===== src/altitude_climb_slope_tracker_defines.svh =====
// assertion macros for the climb and grade tracker
`ifndef ALTITUDE_CLIMB_SLOPE_TRACKER_DEFINES_SVH
`define ALTITUDE_CLIMB_SLOPE_TRACKER_DEFINES_SVH

// same-cycle implication
`define ACST_ASSERT_NOW(label, clk, rst, ante, cons) \
   label: assert property (@(posedge clk) disable iff (rst) (ante) |-> (cons)) \
      else $error("acst check failed");

// next-cycle implication
`define ACST_ASSERT_NEXT(label, clk, rst, ante, cons) \
   label: assert property (@(posedge clk) disable iff (rst) (ante) |=> (cons)) \
      else $error("acst check failed");

`endif


===== src/acst_pkg.sv =====
package acst_pkg;

   localparam int WINDOW      = 8;
   localparam int SLOT_W      = $clog2(WINDOW);
   localparam int ALT_W       = 18;
   localparam int DIST_W      = 32;
   localparam int ALT_SUM_W   = ALT_W + SLOT_W;
   localparam int DIST_SUM_W  = DIST_W + SLOT_W;
   localparam int ALT_DIFF_W  = ALT_W + 1;
   localparam int DIST_DIFF_W = DIST_W + 1;
   localparam int SLOPE_W     = 14;
   localparam int GRADE_W     = 15;
   localparam int PEAK_ALT_W  = 17;
   localparam int PEAK_GRD_W  = 14;
   localparam int NUM_W       = 29;
   localparam int MAG_W       = NUM_W - 1;
   localparam int LIMIT_W     = SLOPE_W + DIST_W;
   localparam int DIV_CNT_W   = $clog2(MAG_W + 1);

   localparam logic [NUM_W-1:0]   GRADE_SCALE = NUM_W'(1000);
   localparam logic [MAG_W-1:0]   GRADE_LIMIT = MAG_W'(10000);
   localparam logic [SLOPE_W-1:0] SLOPE_RESET = SLOPE_W'(1000);

   localparam int CSR_ADDR_W = 3;
   localparam logic REG_MAX_SLOPE = 1'b0;

   typedef struct packed {
      logic capture;
      logic load;
      logic means;
      logic product;
      logic div_start;
      logic grade;
      logic finish;
   } cmd_type;

   typedef struct packed {
      logic grade_ok;
      logic div_done;
   } status_type;

endpackage


===== src/acst_divider.sv =====
module acst_divider (
   input  logic                        clock,
   input  logic                        reset,
   input  logic                        start,
   input  logic [acst_pkg::MAG_W-1:0]  dividend,
   input  logic [acst_pkg::DIST_W-1:0] divisor,
   output logic [acst_pkg::MAG_W-1:0]  quotient,
   output logic                        done
);

   logic                            busy_ff, busy_in;
   logic                            done_ff, done_in;
   logic [acst_pkg::DIV_CNT_W-1:0]  count_ff, count_in;
   logic [acst_pkg::MAG_W-1:0]      quo_ff, quo_in;
   logic [acst_pkg::DIST_W-1:0]     rem_ff, rem_in;
   logic [acst_pkg::DIST_W:0]       trial;

   always_comb begin
      busy_in  = busy_ff;
      done_in  = 1'b0;
      count_in = count_ff;
      quo_in   = quo_ff;
      rem_in   = rem_ff;
      trial    = {rem_ff, quo_ff[acst_pkg::MAG_W-1]};
      if (start) begin
         busy_in  = 1'b1;
         count_in = acst_pkg::DIV_CNT_W'(acst_pkg::MAG_W);
         quo_in   = dividend;
         rem_in   = '0;
      end else if (busy_ff) begin
         if (trial >= {1'b0, divisor}) begin
            rem_in = acst_pkg::DIST_W'(trial - {1'b0, divisor});
            quo_in = {quo_ff[acst_pkg::MAG_W-2:0], 1'b1};
         end else begin
            rem_in = trial[acst_pkg::DIST_W-1:0];
            quo_in = {quo_ff[acst_pkg::MAG_W-2:0], 1'b0};
         end
         count_in = count_ff - 1'b1;
         if (count_ff == acst_pkg::DIV_CNT_W'(1)) begin
            busy_in = 1'b0;
            done_in = 1'b1;
         end
      end
   end

   always_ff @(posedge clock) begin
      if (reset) begin
         busy_ff  <= 1'b0;
         done_ff  <= 1'b0;
         count_ff <= '0;
      end else begin
         busy_ff  <= busy_in;
         done_ff  <= done_in;
         count_ff <= count_in;
      end
      quo_ff <= quo_in;
      rem_ff <= rem_in;
   end

   assign quotient = quo_ff;
   assign done     = done_ff;

endmodule


===== src/acst_datapath.sv =====
module acst_datapath (
   input  logic                                clock,
   input  logic                                reset,
   input  acst_pkg::cmd_type                   cmd,
   output acst_pkg::status_type                status,
   input  logic [acst_pkg::SLOPE_W-1:0]        max_slope,
   input  logic [acst_pkg::DIST_W-1:0]         req_total_distance,
   input  logic signed [acst_pkg::ALT_W-1:0]   req_sensor_altitude,
   output logic signed [acst_pkg::ALT_W-1:0]   rsp_smoothed_altitude,
   output logic signed [acst_pkg::GRADE_W-1:0] rsp_grade,
   output logic [31:0]                         rsp_ascent_total,
   output logic [31:0]                         rsp_descent_total,
   output logic [acst_pkg::PEAK_ALT_W-1:0]     rsp_altitude_peak,
   output logic [acst_pkg::PEAK_GRD_W-1:0]     rsp_grade_peak
);

   logic [acst_pkg::ALT_W-1:0]       alt_win_ff [acst_pkg::WINDOW];
   logic [acst_pkg::DIST_W-1:0]      dist_win_ff [acst_pkg::WINDOW];
   logic [acst_pkg::ALT_SUM_W-1:0]   alt_sum_ff;
   logic [acst_pkg::DIST_SUM_W-1:0]  dist_sum_ff;
   logic [acst_pkg::SLOT_W-1:0]      slot_ff, slot_in;
   logic                             primed_ff;
   logic [acst_pkg::DIST_W-1:0]      in_dist_ff;
   logic [acst_pkg::ALT_W-1:0]       in_alt_ff;
   logic [acst_pkg::DIST_W-1:0]      prev_dist_ff;
   logic [acst_pkg::ALT_W-1:0]       prev_alt_ff;
   logic [acst_pkg::ALT_W-1:0]       mean_alt_ff;
   logic [acst_pkg::ALT_DIFF_W-1:0]  alt_diff_ff, alt_diff_in;
   logic [acst_pkg::DIST_W-1:0]      mean_dist_ff;
   logic [acst_pkg::DIST_DIFF_W-1:0] dist_diff_ff, dist_diff_in;
   logic                             dist_grow_ff;
   logic [acst_pkg::NUM_W-1:0]       num_ff, num_in;
   logic [acst_pkg::LIMIT_W-1:0]     limit_ff, limit_in;
   logic [31:0]                      climb_ff, climb_in;
   logic [31:0]                      drop_ff, drop_in;
   logic [32:0]                      acc_sum;
   logic [acst_pkg::ALT_DIFF_W-1:0]  drop_mag;
   logic [acst_pkg::GRADE_W-1:0]     grade_ff, grade_in;
   logic [acst_pkg::PEAK_ALT_W-1:0]  peak_alt_ff, peak_alt_in;
   logic [acst_pkg::PEAK_GRD_W-1:0]  peak_grd_ff, peak_grd_in;
   logic [acst_pkg::NUM_W-1:0]       num_mag;
   logic [acst_pkg::MAG_W-1:0]       quotient;
   logic [acst_pkg::MAG_W-1:0]       quo_sat;
   logic                             div_done;

   always_comb begin
      slot_in = (slot_ff == acst_pkg::SLOT_W'(acst_pkg::WINDOW - 1)) ? '0 : slot_ff + 1'b1;
      alt_diff_in = {alt_sum_ff[acst_pkg::ALT_SUM_W-1], alt_sum_ff[acst_pkg::ALT_SUM_W-1:
                     acst_pkg::SLOT_W]} - {prev_alt_ff[acst_pkg::ALT_W-1], prev_alt_ff};
      dist_diff_in = {1'b0, dist_sum_ff[acst_pkg::DIST_SUM_W-1:acst_pkg::SLOT_W]}
                   - {1'b0, prev_dist_ff};
   end

   always_comb begin
      num_in   = acst_pkg::NUM_W'($signed({{(acst_pkg::NUM_W-acst_pkg::ALT_DIFF_W)
                 {alt_diff_ff[acst_pkg::ALT_DIFF_W-1]}}, alt_diff_ff})
                 * $signed(acst_pkg::GRADE_SCALE));
      limit_in = acst_pkg::LIMIT_W'(max_slope)
               * acst_pkg::LIMIT_W'(dist_diff_ff[acst_pkg::DIST_W-1:0]);
      climb_in = climb_ff;
      drop_in  = drop_ff;
      drop_mag = -alt_diff_ff;
      acc_sum  = '0;
      if (!alt_diff_ff[acst_pkg::ALT_DIFF_W-1]) begin
         acc_sum  = {1'b0, climb_ff} + 33'(alt_diff_ff);
         climb_in = acc_sum[32] ? 32'hFFFF_FFFF : acc_sum[31:0];
      end else begin
         acc_sum = {1'b0, drop_ff} + 33'(drop_mag);
         drop_in = acc_sum[32] ? 32'hFFFF_FFFF : acc_sum[31:0];
      end
      peak_alt_in = peak_alt_ff;
      if ($signed(mean_alt_ff) > $signed({1'b0, peak_alt_ff})) begin
         peak_alt_in = mean_alt_ff[acst_pkg::PEAK_ALT_W-1:0];
      end
   end

   always_comb begin
      num_mag  = num_ff[acst_pkg::NUM_W-1] ? -num_ff : num_ff;
      quo_sat  = (quotient > acst_pkg::GRADE_LIMIT) ? acst_pkg::GRADE_LIMIT : quotient;
      grade_in = num_ff[acst_pkg::NUM_W-1] ? -acst_pkg::GRADE_W'(quo_sat)
                                            : acst_pkg::GRADE_W'(quo_sat);
      peak_grd_in = peak_grd_ff;
      if ($signed(grade_ff) > $signed({1'b0, peak_grd_ff})) begin
         peak_grd_in = grade_ff[acst_pkg::PEAK_GRD_W-1:0];
      end
      status.grade_ok = dist_grow_ff && (num_ff[acst_pkg::NUM_W-1] ||
                        ({{(acst_pkg::LIMIT_W-acst_pkg::NUM_W){1'b0}}, num_ff} < limit_ff));
      status.div_done = div_done;
   end

   acst_divider u_divider (
      .clock    (clock),
      .reset    (reset),
      .start    (cmd.div_start),
      .dividend (num_mag[acst_pkg::MAG_W-1:0]),
      .divisor  (dist_diff_ff[acst_pkg::DIST_W-1:0]),
      .quotient (quotient),
      .done     (div_done)
   );

   always_ff @(posedge clock) begin
      if (reset) begin
         primed_ff   <= 1'b0;
         slot_ff     <= '0;
         climb_ff    <= '0;
         drop_ff     <= '0;
         grade_ff    <= '0;
         peak_alt_ff <= '0;
         peak_grd_ff <= '0;
      end else begin
         if (cmd.load) begin
            primed_ff <= 1'b1;
            slot_ff   <= primed_ff ? slot_in : acst_pkg::SLOT_W'(1);
         end
         if (cmd.product) begin
            climb_ff    <= climb_in;
            drop_ff     <= drop_in;
            peak_alt_ff <= peak_alt_in;
         end
         if (cmd.grade) begin
            grade_ff <= grade_in;
         end
         if (cmd.finish) begin
            peak_grd_ff <= peak_grd_in;
         end
      end
   end

   always_ff @(posedge clock) begin
      if (cmd.capture) begin
         in_dist_ff <= req_total_distance;
         in_alt_ff  <= req_sensor_altitude;
      end
      if (cmd.load) begin
         if (!primed_ff) begin
            for (int i = 0; i < acst_pkg::WINDOW; i++) begin
               alt_win_ff[i]  <= in_alt_ff;
               dist_win_ff[i] <= (i == 0) ? in_dist_ff : '0;
            end
            alt_sum_ff   <= {in_alt_ff, {acst_pkg::SLOT_W{1'b0}}};
            dist_sum_ff  <= acst_pkg::DIST_SUM_W'(in_dist_ff);
            prev_dist_ff <= in_dist_ff;
            prev_alt_ff  <= in_alt_ff;
         end else begin
            alt_win_ff[slot_ff]  <= in_alt_ff;
            dist_win_ff[slot_ff] <= in_dist_ff;
            alt_sum_ff  <= alt_sum_ff
                         + {{acst_pkg::SLOT_W{in_alt_ff[acst_pkg::ALT_W-1]}}, in_alt_ff}
                         - {{acst_pkg::SLOT_W{alt_win_ff[slot_ff][acst_pkg::ALT_W-1]}},
                            alt_win_ff[slot_ff]};
            dist_sum_ff <= dist_sum_ff - acst_pkg::DIST_SUM_W'(dist_win_ff[slot_ff])
                         + acst_pkg::DIST_SUM_W'(in_dist_ff);
         end
      end
      if (cmd.means) begin
         mean_alt_ff  <= alt_sum_ff[acst_pkg::ALT_SUM_W-1:acst_pkg::SLOT_W];
         mean_dist_ff <= dist_sum_ff[acst_pkg::DIST_SUM_W-1:acst_pkg::SLOT_W];
         alt_diff_ff  <= alt_diff_in;
         dist_diff_ff <= dist_diff_in;
         dist_grow_ff <= !dist_diff_in[acst_pkg::DIST_DIFF_W-1] && (dist_diff_in != '0);
      end
      if (cmd.product) begin
         num_ff       <= num_in;
         limit_ff     <= limit_in;
         prev_alt_ff  <= mean_alt_ff;
         prev_dist_ff <= mean_dist_ff;
      end
      if (cmd.finish) begin
         rsp_smoothed_altitude <= mean_alt_ff;
         rsp_grade             <= grade_ff;
         rsp_ascent_total      <= climb_ff;
         rsp_descent_total     <= drop_ff;
         rsp_altitude_peak     <= peak_alt_ff;
         rsp_grade_peak        <= peak_grd_in;
      end
   end

endmodule


===== src/acst_control.sv =====
`include "altitude_climb_slope_tracker_defines.svh"

module acst_control (
   input  logic                 clock,
   input  logic                 reset,
   input  logic                 req_valid,
   output logic                 req_ready,
   output logic                 rsp_valid,
   input  logic                 rsp_ready,
   output acst_pkg::cmd_type    cmd,
   input  acst_pkg::status_type status
);

   typedef enum logic [2:0] {
      S_IDLE,
      S_LOAD,
      S_MEANS,
      S_PRODUCT,
      S_TEST,
      S_DIV,
      S_FINISH
   } state_type;

   state_type state_ff, state_in;
   logic      rsp_valid_ff, rsp_valid_in;

   always_comb begin
      state_in     = state_ff;
      rsp_valid_in = rsp_valid_ff && !rsp_ready;
      cmd          = '0;
      unique case (state_ff)
         S_IDLE: begin
            if (req_valid) begin
               cmd.capture = 1'b1;
               state_in    = S_LOAD;
            end
         end
         S_LOAD: begin
            cmd.load = 1'b1;
            state_in = S_MEANS;
         end
         S_MEANS: begin
            cmd.means = 1'b1;
            state_in  = S_PRODUCT;
         end
         S_PRODUCT: begin
            cmd.product = 1'b1;
            state_in    = S_TEST;
         end
         S_TEST: begin
            if (status.grade_ok) begin
               cmd.div_start = 1'b1;
               state_in      = S_DIV;
            end else begin
               state_in = S_FINISH;
            end
         end
         S_DIV: begin
            if (status.div_done) begin
               cmd.grade = 1'b1;
               state_in  = S_FINISH;
            end
         end
         S_FINISH: begin
            if (!rsp_valid_ff || rsp_ready) begin
               cmd.finish   = 1'b1;
               rsp_valid_in = 1'b1;
               state_in     = S_IDLE;
            end
         end
         default: begin
            state_in = S_IDLE;
         end
      endcase
   end

   always_ff @(posedge clock) begin
      if (reset) begin
         state_ff     <= S_IDLE;
         rsp_valid_ff <= 1'b0;
      end else begin
         state_ff     <= state_in;
         rsp_valid_ff <= rsp_valid_in;
      end
   end

   assign req_ready = (state_ff == S_IDLE);
   assign rsp_valid = rsp_valid_ff;

   `ACST_ASSERT_NOW(a_no_overwrite, clock, reset, cmd.finish, !rsp_valid_ff || rsp_ready)
   `ACST_ASSERT_NOW(a_done_in_div, clock, reset, status.div_done, state_ff == S_DIV)
   `ACST_ASSERT_NEXT(a_one_request, clock, reset, req_valid && req_ready, !req_ready)
   `ACST_ASSERT_NEXT(a_result_follows, clock, reset, cmd.finish, rsp_valid_ff)

endmodule


===== src/altitude_climb_slope_tracker.sv =====
// a request runs capture, load, means, product and test; a grade update adds the divider
// the 28-step serial grade divider runs only when the grade test passes; one request at a time
// a held result stalls the next request in its finish state
// reset: synchronous active high, clears control, totals, peaks, grade and max_slope (1000)
// the windows are loaded on the first request after reset
module altitude_climb_slope_tracker (
   input  logic                                clock,
   input  logic                                reset,
   input  logic                                req_valid,
   output logic                                req_ready,
   input  logic [acst_pkg::DIST_W-1:0]         req_total_distance,
   input  logic signed [acst_pkg::ALT_W-1:0]   req_sensor_altitude,
   output logic                                rsp_valid,
   input  logic                                rsp_ready,
   output logic signed [acst_pkg::ALT_W-1:0]   rsp_smoothed_altitude,
   output logic signed [acst_pkg::GRADE_W-1:0] rsp_grade,
   output logic [31:0]                         rsp_ascent_total,
   output logic [31:0]                         rsp_descent_total,
   output logic [acst_pkg::PEAK_ALT_W-1:0]     rsp_altitude_peak,
   output logic [acst_pkg::PEAK_GRD_W-1:0]     rsp_grade_peak,
   input  logic                                csr_psel,
   input  logic                                csr_penable,
   input  logic                                csr_pwrite,
   input  logic [acst_pkg::CSR_ADDR_W-1:0]     csr_paddr,
   input  logic [31:0]                         csr_pwdata,
   output logic [31:0]                         csr_prdata,
   output logic                                csr_pready
);

   acst_pkg::cmd_type            cmd;
   acst_pkg::status_type         status;
   logic [acst_pkg::SLOPE_W-1:0] max_slope_ff;
   logic                         csr_hit;

   assign csr_pready = 1'b1;
   assign csr_hit    = (csr_paddr[acst_pkg::CSR_ADDR_W-1] == acst_pkg::REG_MAX_SLOPE);
   assign csr_prdata = csr_hit ? 32'(max_slope_ff) : '0;

   always_ff @(posedge clock) begin
      if (reset) begin
         max_slope_ff <= acst_pkg::SLOPE_RESET;
      end else if (csr_psel && csr_penable && csr_pwrite && csr_pready && csr_hit) begin
         max_slope_ff <= csr_pwdata[acst_pkg::SLOPE_W-1:0];
      end
   end

   acst_control u_control (
      .clock     (clock),
      .reset     (reset),
      .req_valid (req_valid),
      .req_ready (req_ready),
      .rsp_valid (rsp_valid),
      .rsp_ready (rsp_ready),
      .cmd       (cmd),
      .status    (status)
   );

   acst_datapath u_datapath (
      .clock                 (clock),
      .reset                 (reset),
      .cmd                   (cmd),
      .status                (status),
      .max_slope             (max_slope_ff),
      .req_total_distance    (req_total_distance),
      .req_sensor_altitude   (req_sensor_altitude),
      .rsp_smoothed_altitude (rsp_smoothed_altitude),
      .rsp_grade             (rsp_grade),
      .rsp_ascent_total      (rsp_ascent_total),
      .rsp_descent_total     (rsp_descent_total),
      .rsp_altitude_peak     (rsp_altitude_peak),
      .rsp_grade_peak        (rsp_grade_peak)
   );

endmodule


===== config.mk =====
export PLATFORM = sky130hd
export DESIGN_NAME = altitude_climb_slope_tracker
export DESIGN_NICKNAME = d
export VERILOG_FILES = /design/src/acst_pkg.sv /design/src/acst_divider.sv /design/src/acst_datapath.sv /design/src/acst_control.sv /design/src/altitude_climb_slope_tracker.sv
export VERILOG_INCLUDE_DIRS = /design/src /design/src/src
export SDC_FILE = /design/constraint.sdc
export NUM_CORES = 2
export LEC_CHECK = 0
export CAP_MARGIN = 25
export CORE_AREA = 2 2 366 440
export CTS_BUF_LIST = sky130_fd_sc_hd__clkbuf_4 sky130_fd_sc_hd__clkbuf_8
export CTS_CLUSTER_DIAMETER = 50
export DETAILED_ROUTE_END_ITERATION = 12
export DIE_AREA = 0 0 368 442
export DONT_BUFFER_PORTS = 1
export MAX_ROUTING_LAYER = met4
export PLACE_DENSITY = 0.62
export SETUP_SLACK_MARGIN = 0.3
export SLEW_MARGIN = 20
export SYNTH_ARGS = -nofsm -noshare
export SYNTH_HDL_FRONTEND = slang
export SYNTH_SLANG_ARGS = --single-unit

===== constraint.sdc =====
create_clock -name clock -period 17.46 [get_ports clock]
set_input_delay 0.873 -clock clock [delete_from_list [all_inputs] [get_ports clock]]
set_output_delay 0.873 -clock clock [all_outputs]
set_load 0.05 [all_outputs]

==> run_results.csv <==
group,metric,value,unit
outcome,status,"completed",
clock_network,cts.htree.levels,4,
yosys,synth_area_leaders,"edfxtp_1 38%, fa_1 14%, ha_1 7.9%",
power,sw_frac_of_total,40.84,%
clock_network,clkSinkCount,1060,
floorplanning,dieWidth,368,um
sta,setup_viol,0,
place,gp_congestion,0.8745,
finish,final_layout_size_suffix_gt1_share,9.143,%
sta,timing.final.max_slew_violations,0,
yosys,synth_flop_cell,"edfxtp_1",
routing,drtPass1Iterations,5,
yosys,yosysUniqueCellTypes,85,
global_route,grt_first_pass_wirelength,256300,um
power,peakVddDrop,0.1954,mV
yosys,syn_inst,6198,
setup_path,startpoint_type,"register",
yosys,async_reset_ff_share,0,%
global_route,antenna_found_initial,6,
power,intPower,0.007576,W
clock_network,numCtsBuffers,177,
sta,rsz0062_at_grt,"no",
floorplanning,pin_count,255,
yosys,ys_seq_area_share,43.48,%
setup_path,path_cells,"nand2_1 -> fa_1 -> inv_1 -> fa_1 -> fa_1 -> fa_1 -> fa_1 -> inv_1 -> fa_1 -> inv_1 -> ha_1 -> nand3_1 -> o21ai_0 -> o21bai_1 -> a22o_1 -> nor3_1 -> o31ai_1 -> a21oi_1 -> o21ai_0 -> o221ai_1 -> mux2i_1 -> nand3_1",
finish,area_growth,9.934,%
setup_path,crit_fanout,15,
clock_network,cts-resized-gates,0,
power,combPwrFrac,54.1,%
routing,drc,0,
clock_network,cts_tree,"built",
setup_path,crit_top_cell,"fa_1",
yosys,synth_top_cell_by_area,"edfxtp_1",
setup_path,critPathRequiredTime,18120,ps
global_route,gr-usage-all-layers,20.52,%
power,power_frac_seq,27.5,%
clock_network,cts_setup_buffers,0,
routing,routed_via_density,5.317,
routing,ant_nets,0,
global_route,grt_overflow,0,
setup_path,critPathMaxStageDelay,1100,ps
floorplanning,coreArea,158200,um^2
setup_path,path_class,"reg -> reg",
place,dp_hpwl,110500,um
min_path,hold_path.class,"in -> reg",
yosys,ys_seq_elements,1060,
floorplanning,rows,160,
routing,first_iter_violations,2695,
power,power.density,168.3,nW/um^2
setup_path,crit_path_top_delay_cell,"edfxtp_1",
yosys,synth_common_cells,"886 x edfxtp_1, 838 x inv_1, 526 x nand2_1, 485 x fa_1, 474 x nor2_1",
yosys,syn_area,69200,um^2
job,maxCapViolCount,0,
finish,fin_area,76070,um^2
yosys,synth_area_per_cell,11.16,um^2
yosys,synth.most_common_cell,"edfxtp_1",
sta,clock_skew,42.94,ps
routing,vias,45361,
floorplanning,die_h,442,um
finish,nFillCells,14402,
floorplanning,die-area,162700,um^2
finish,nets,7289,
yosys,synthDominantCellAreaShare,38.45,%
place,pre_cts_ws,9367,ps
place,dpl-instance-area,71510,um^2
clock_network,root_buffer,"clkbuf_8",
floorplanning,initial_core_util,43.75,%
sta,slew-limit-headroom,24.52,%
sta,max_freq,0.1230,GHz
power,p_sw,0.005230,W
sta,post-route-period-util,46.57,%
power,p_leak,31.53,nW
sta,fin_tns_setup,0,ps
clock_network,ctsLongestPathBuffers,3,
sta,period_minus_slack,8132,ps
setup_path,cpLargestDelayFamily,"adder cells",
routing,wl,160200,um
setup_path,crit_buf_inv,3,
sta,worstMarginPinSlew,1132,ps
clock_network,clk_latency,930,ps
routing,wl_per_cell,18.78,um
power,clockPowerShare,18.4,%
finish,utilization,48.10,%
place,io_buffers,0,
global_route,grt_pass1_vias,46808,
sta,layout_setup_ws,9329,ps
sta,finalHoldViolations,0,
global_route,grt_max_degree,120,
yosys,synthesis.yosys.warnings,0,
setup_path,arrival,8790,ps
setup_path,end_kind,"register",
yosys,synth_edf_count,886,
clock_network,clkTransAtPathRegs,70,ps
[path summary, 6_finish.rpt]
path                                 endpoint  slack, ps                        from  cells past startpoint
max reg2reg           u_datapath.limit_ff[44]       9330  u_datapath.dist_diff_ff[5]                     22
min reg2reg  u_datapath.rsp_altitude_peak[14]        450  u_datapath.peak_alt_ff[14]                      0
max                   u_datapath.limit_ff[44]       9330  u_datapath.dist_diff_ff[5]                     22
min                     u_control.state_ff[0]        290                   req_valid                      4
[worst register-to-register path: stages (launching register included)]
cell	delay [ps]
edfxtp_1	1100
nand2_1	220
fa_1	580
inv_1	50
fa_1	460
fa_1	530
fa_1	520
fa_1	580
inv_1	60
fa_1	530
inv_1	40
ha_1	330
nand3_1	140
o21ai_0	100
o21bai_1	180
a22o_1	250
nor3_1	440
o31ai_1	260
a21oi_1	550
o21ai_0	290
o221ai_1	380
mux2i_1	230
nand3_1	80
[state kept, by name (all words and copies together) (netlist names), 35 cells and up, named ones only]
name,cells
u_datapath.dist_win_ff,256
u_datapath.dist_sum_ff,35
u_datapath.alt_win_ff,144
u_datapath.limit_ff,46
[layer usage]
| metal | global-route usage, % | vias to the layer above | part of all wire (%) |
|---|---|---|---|
| li1 | - | 21318 | - |
| met2 | 34.63 | 1058 | 50 |
| met3 | 2.910 | 327 | 4.6 |
| met1 | 25.10 | 22658 | 42 |
| met4 | 7.366 | 0 | 3.2 |
| met5 | - | - | 0 |
[power by group through the flow]
stage | clock [W] | combinational [W] | sequential (W)
floorplan | 0 | 0.00542 | 0.00348
global placement | 0 | 0.00680 | 0.00357
detailed placement | 0 | 0.00689 | 0.00358
CTS | 0.00243 | 0.00697 | 0.00353
global route | 0.00252 | 0.00788 | 0.00355
finish | 0.00236 | 0.00692 | 0.00352
[logic make-up after synthesis]
family | Yosys count | synth area share, %
adders and majority gates | 922 | 21.93
buffers and inverters | 1123 | 6.211
xor gates and xnor gates | 252 | 3.190
other | 2 | 0.01085
muxes | 224 | 5.150
DFF | 1060 | 43.48
AOI/OAI and AO/OA | 946 | 8.572
and+or+nand+nor | 1669 | 11.45
[repair_timing]
item	4_1_cts	5_1_grt
hold buffers	68	0
endpoints found under the hold margin	133	0
endpoints found under the setup margin	0	0
[through the flow]
| step | hold WS (ps) | power [W] | instances |
|---|---|---|---|
| 2_1_floorplan | 423.4 | 0.008903 | 6215 |
| 3_3_place_gp | 437.7 | 0.01037 | 8129 |
| 3_5_place_dp | 439.5 | 0.01047 | 8133 |
| 4_1_cts | 149.2 | 0.01293 | 8525 |
| 5_1_grt | 303.1 | 0.01396 | 8530 |
| 6_report | 288.9 | 0.01281 | 8531 |
[cell type report]
| type | instances | area [um^2] | area share, % |
|---|---|---|---|
| timing repair buffer | 134 | 1271 | 1.671 |
| tap | 2106 | 2635 | 3.464 |
| multi-input combinational | 4032 | 34980 | 45.98 |
| antenna | 5 | 12.51 | 0.01645 |
| clock buffer | 252 | 3062 | 4.025 |
| clock inverter | 72 | 733.2 | 0.9638 |
| inverter | 870 | 3271 | 4.299 |
| sequential | 1060 | 30110 | 39.58 |
[layout by cell type (no fill, tap or decap), types with 161 or more instances in the layout]
cell      Yosys  layout
inv_1       838     832
nor2_1      474     473
o21ai_0     254     254
edfxtp_1    886     886
and2_1      245     244
dfxtp_1     174     161
fa_1        485     485
xnor2_1     162     162
clkbuf_8      0     187
nand2_1     526     519
a21oi_1     265     263
ha_1        437     437
(Power assumes the default switching activity.)
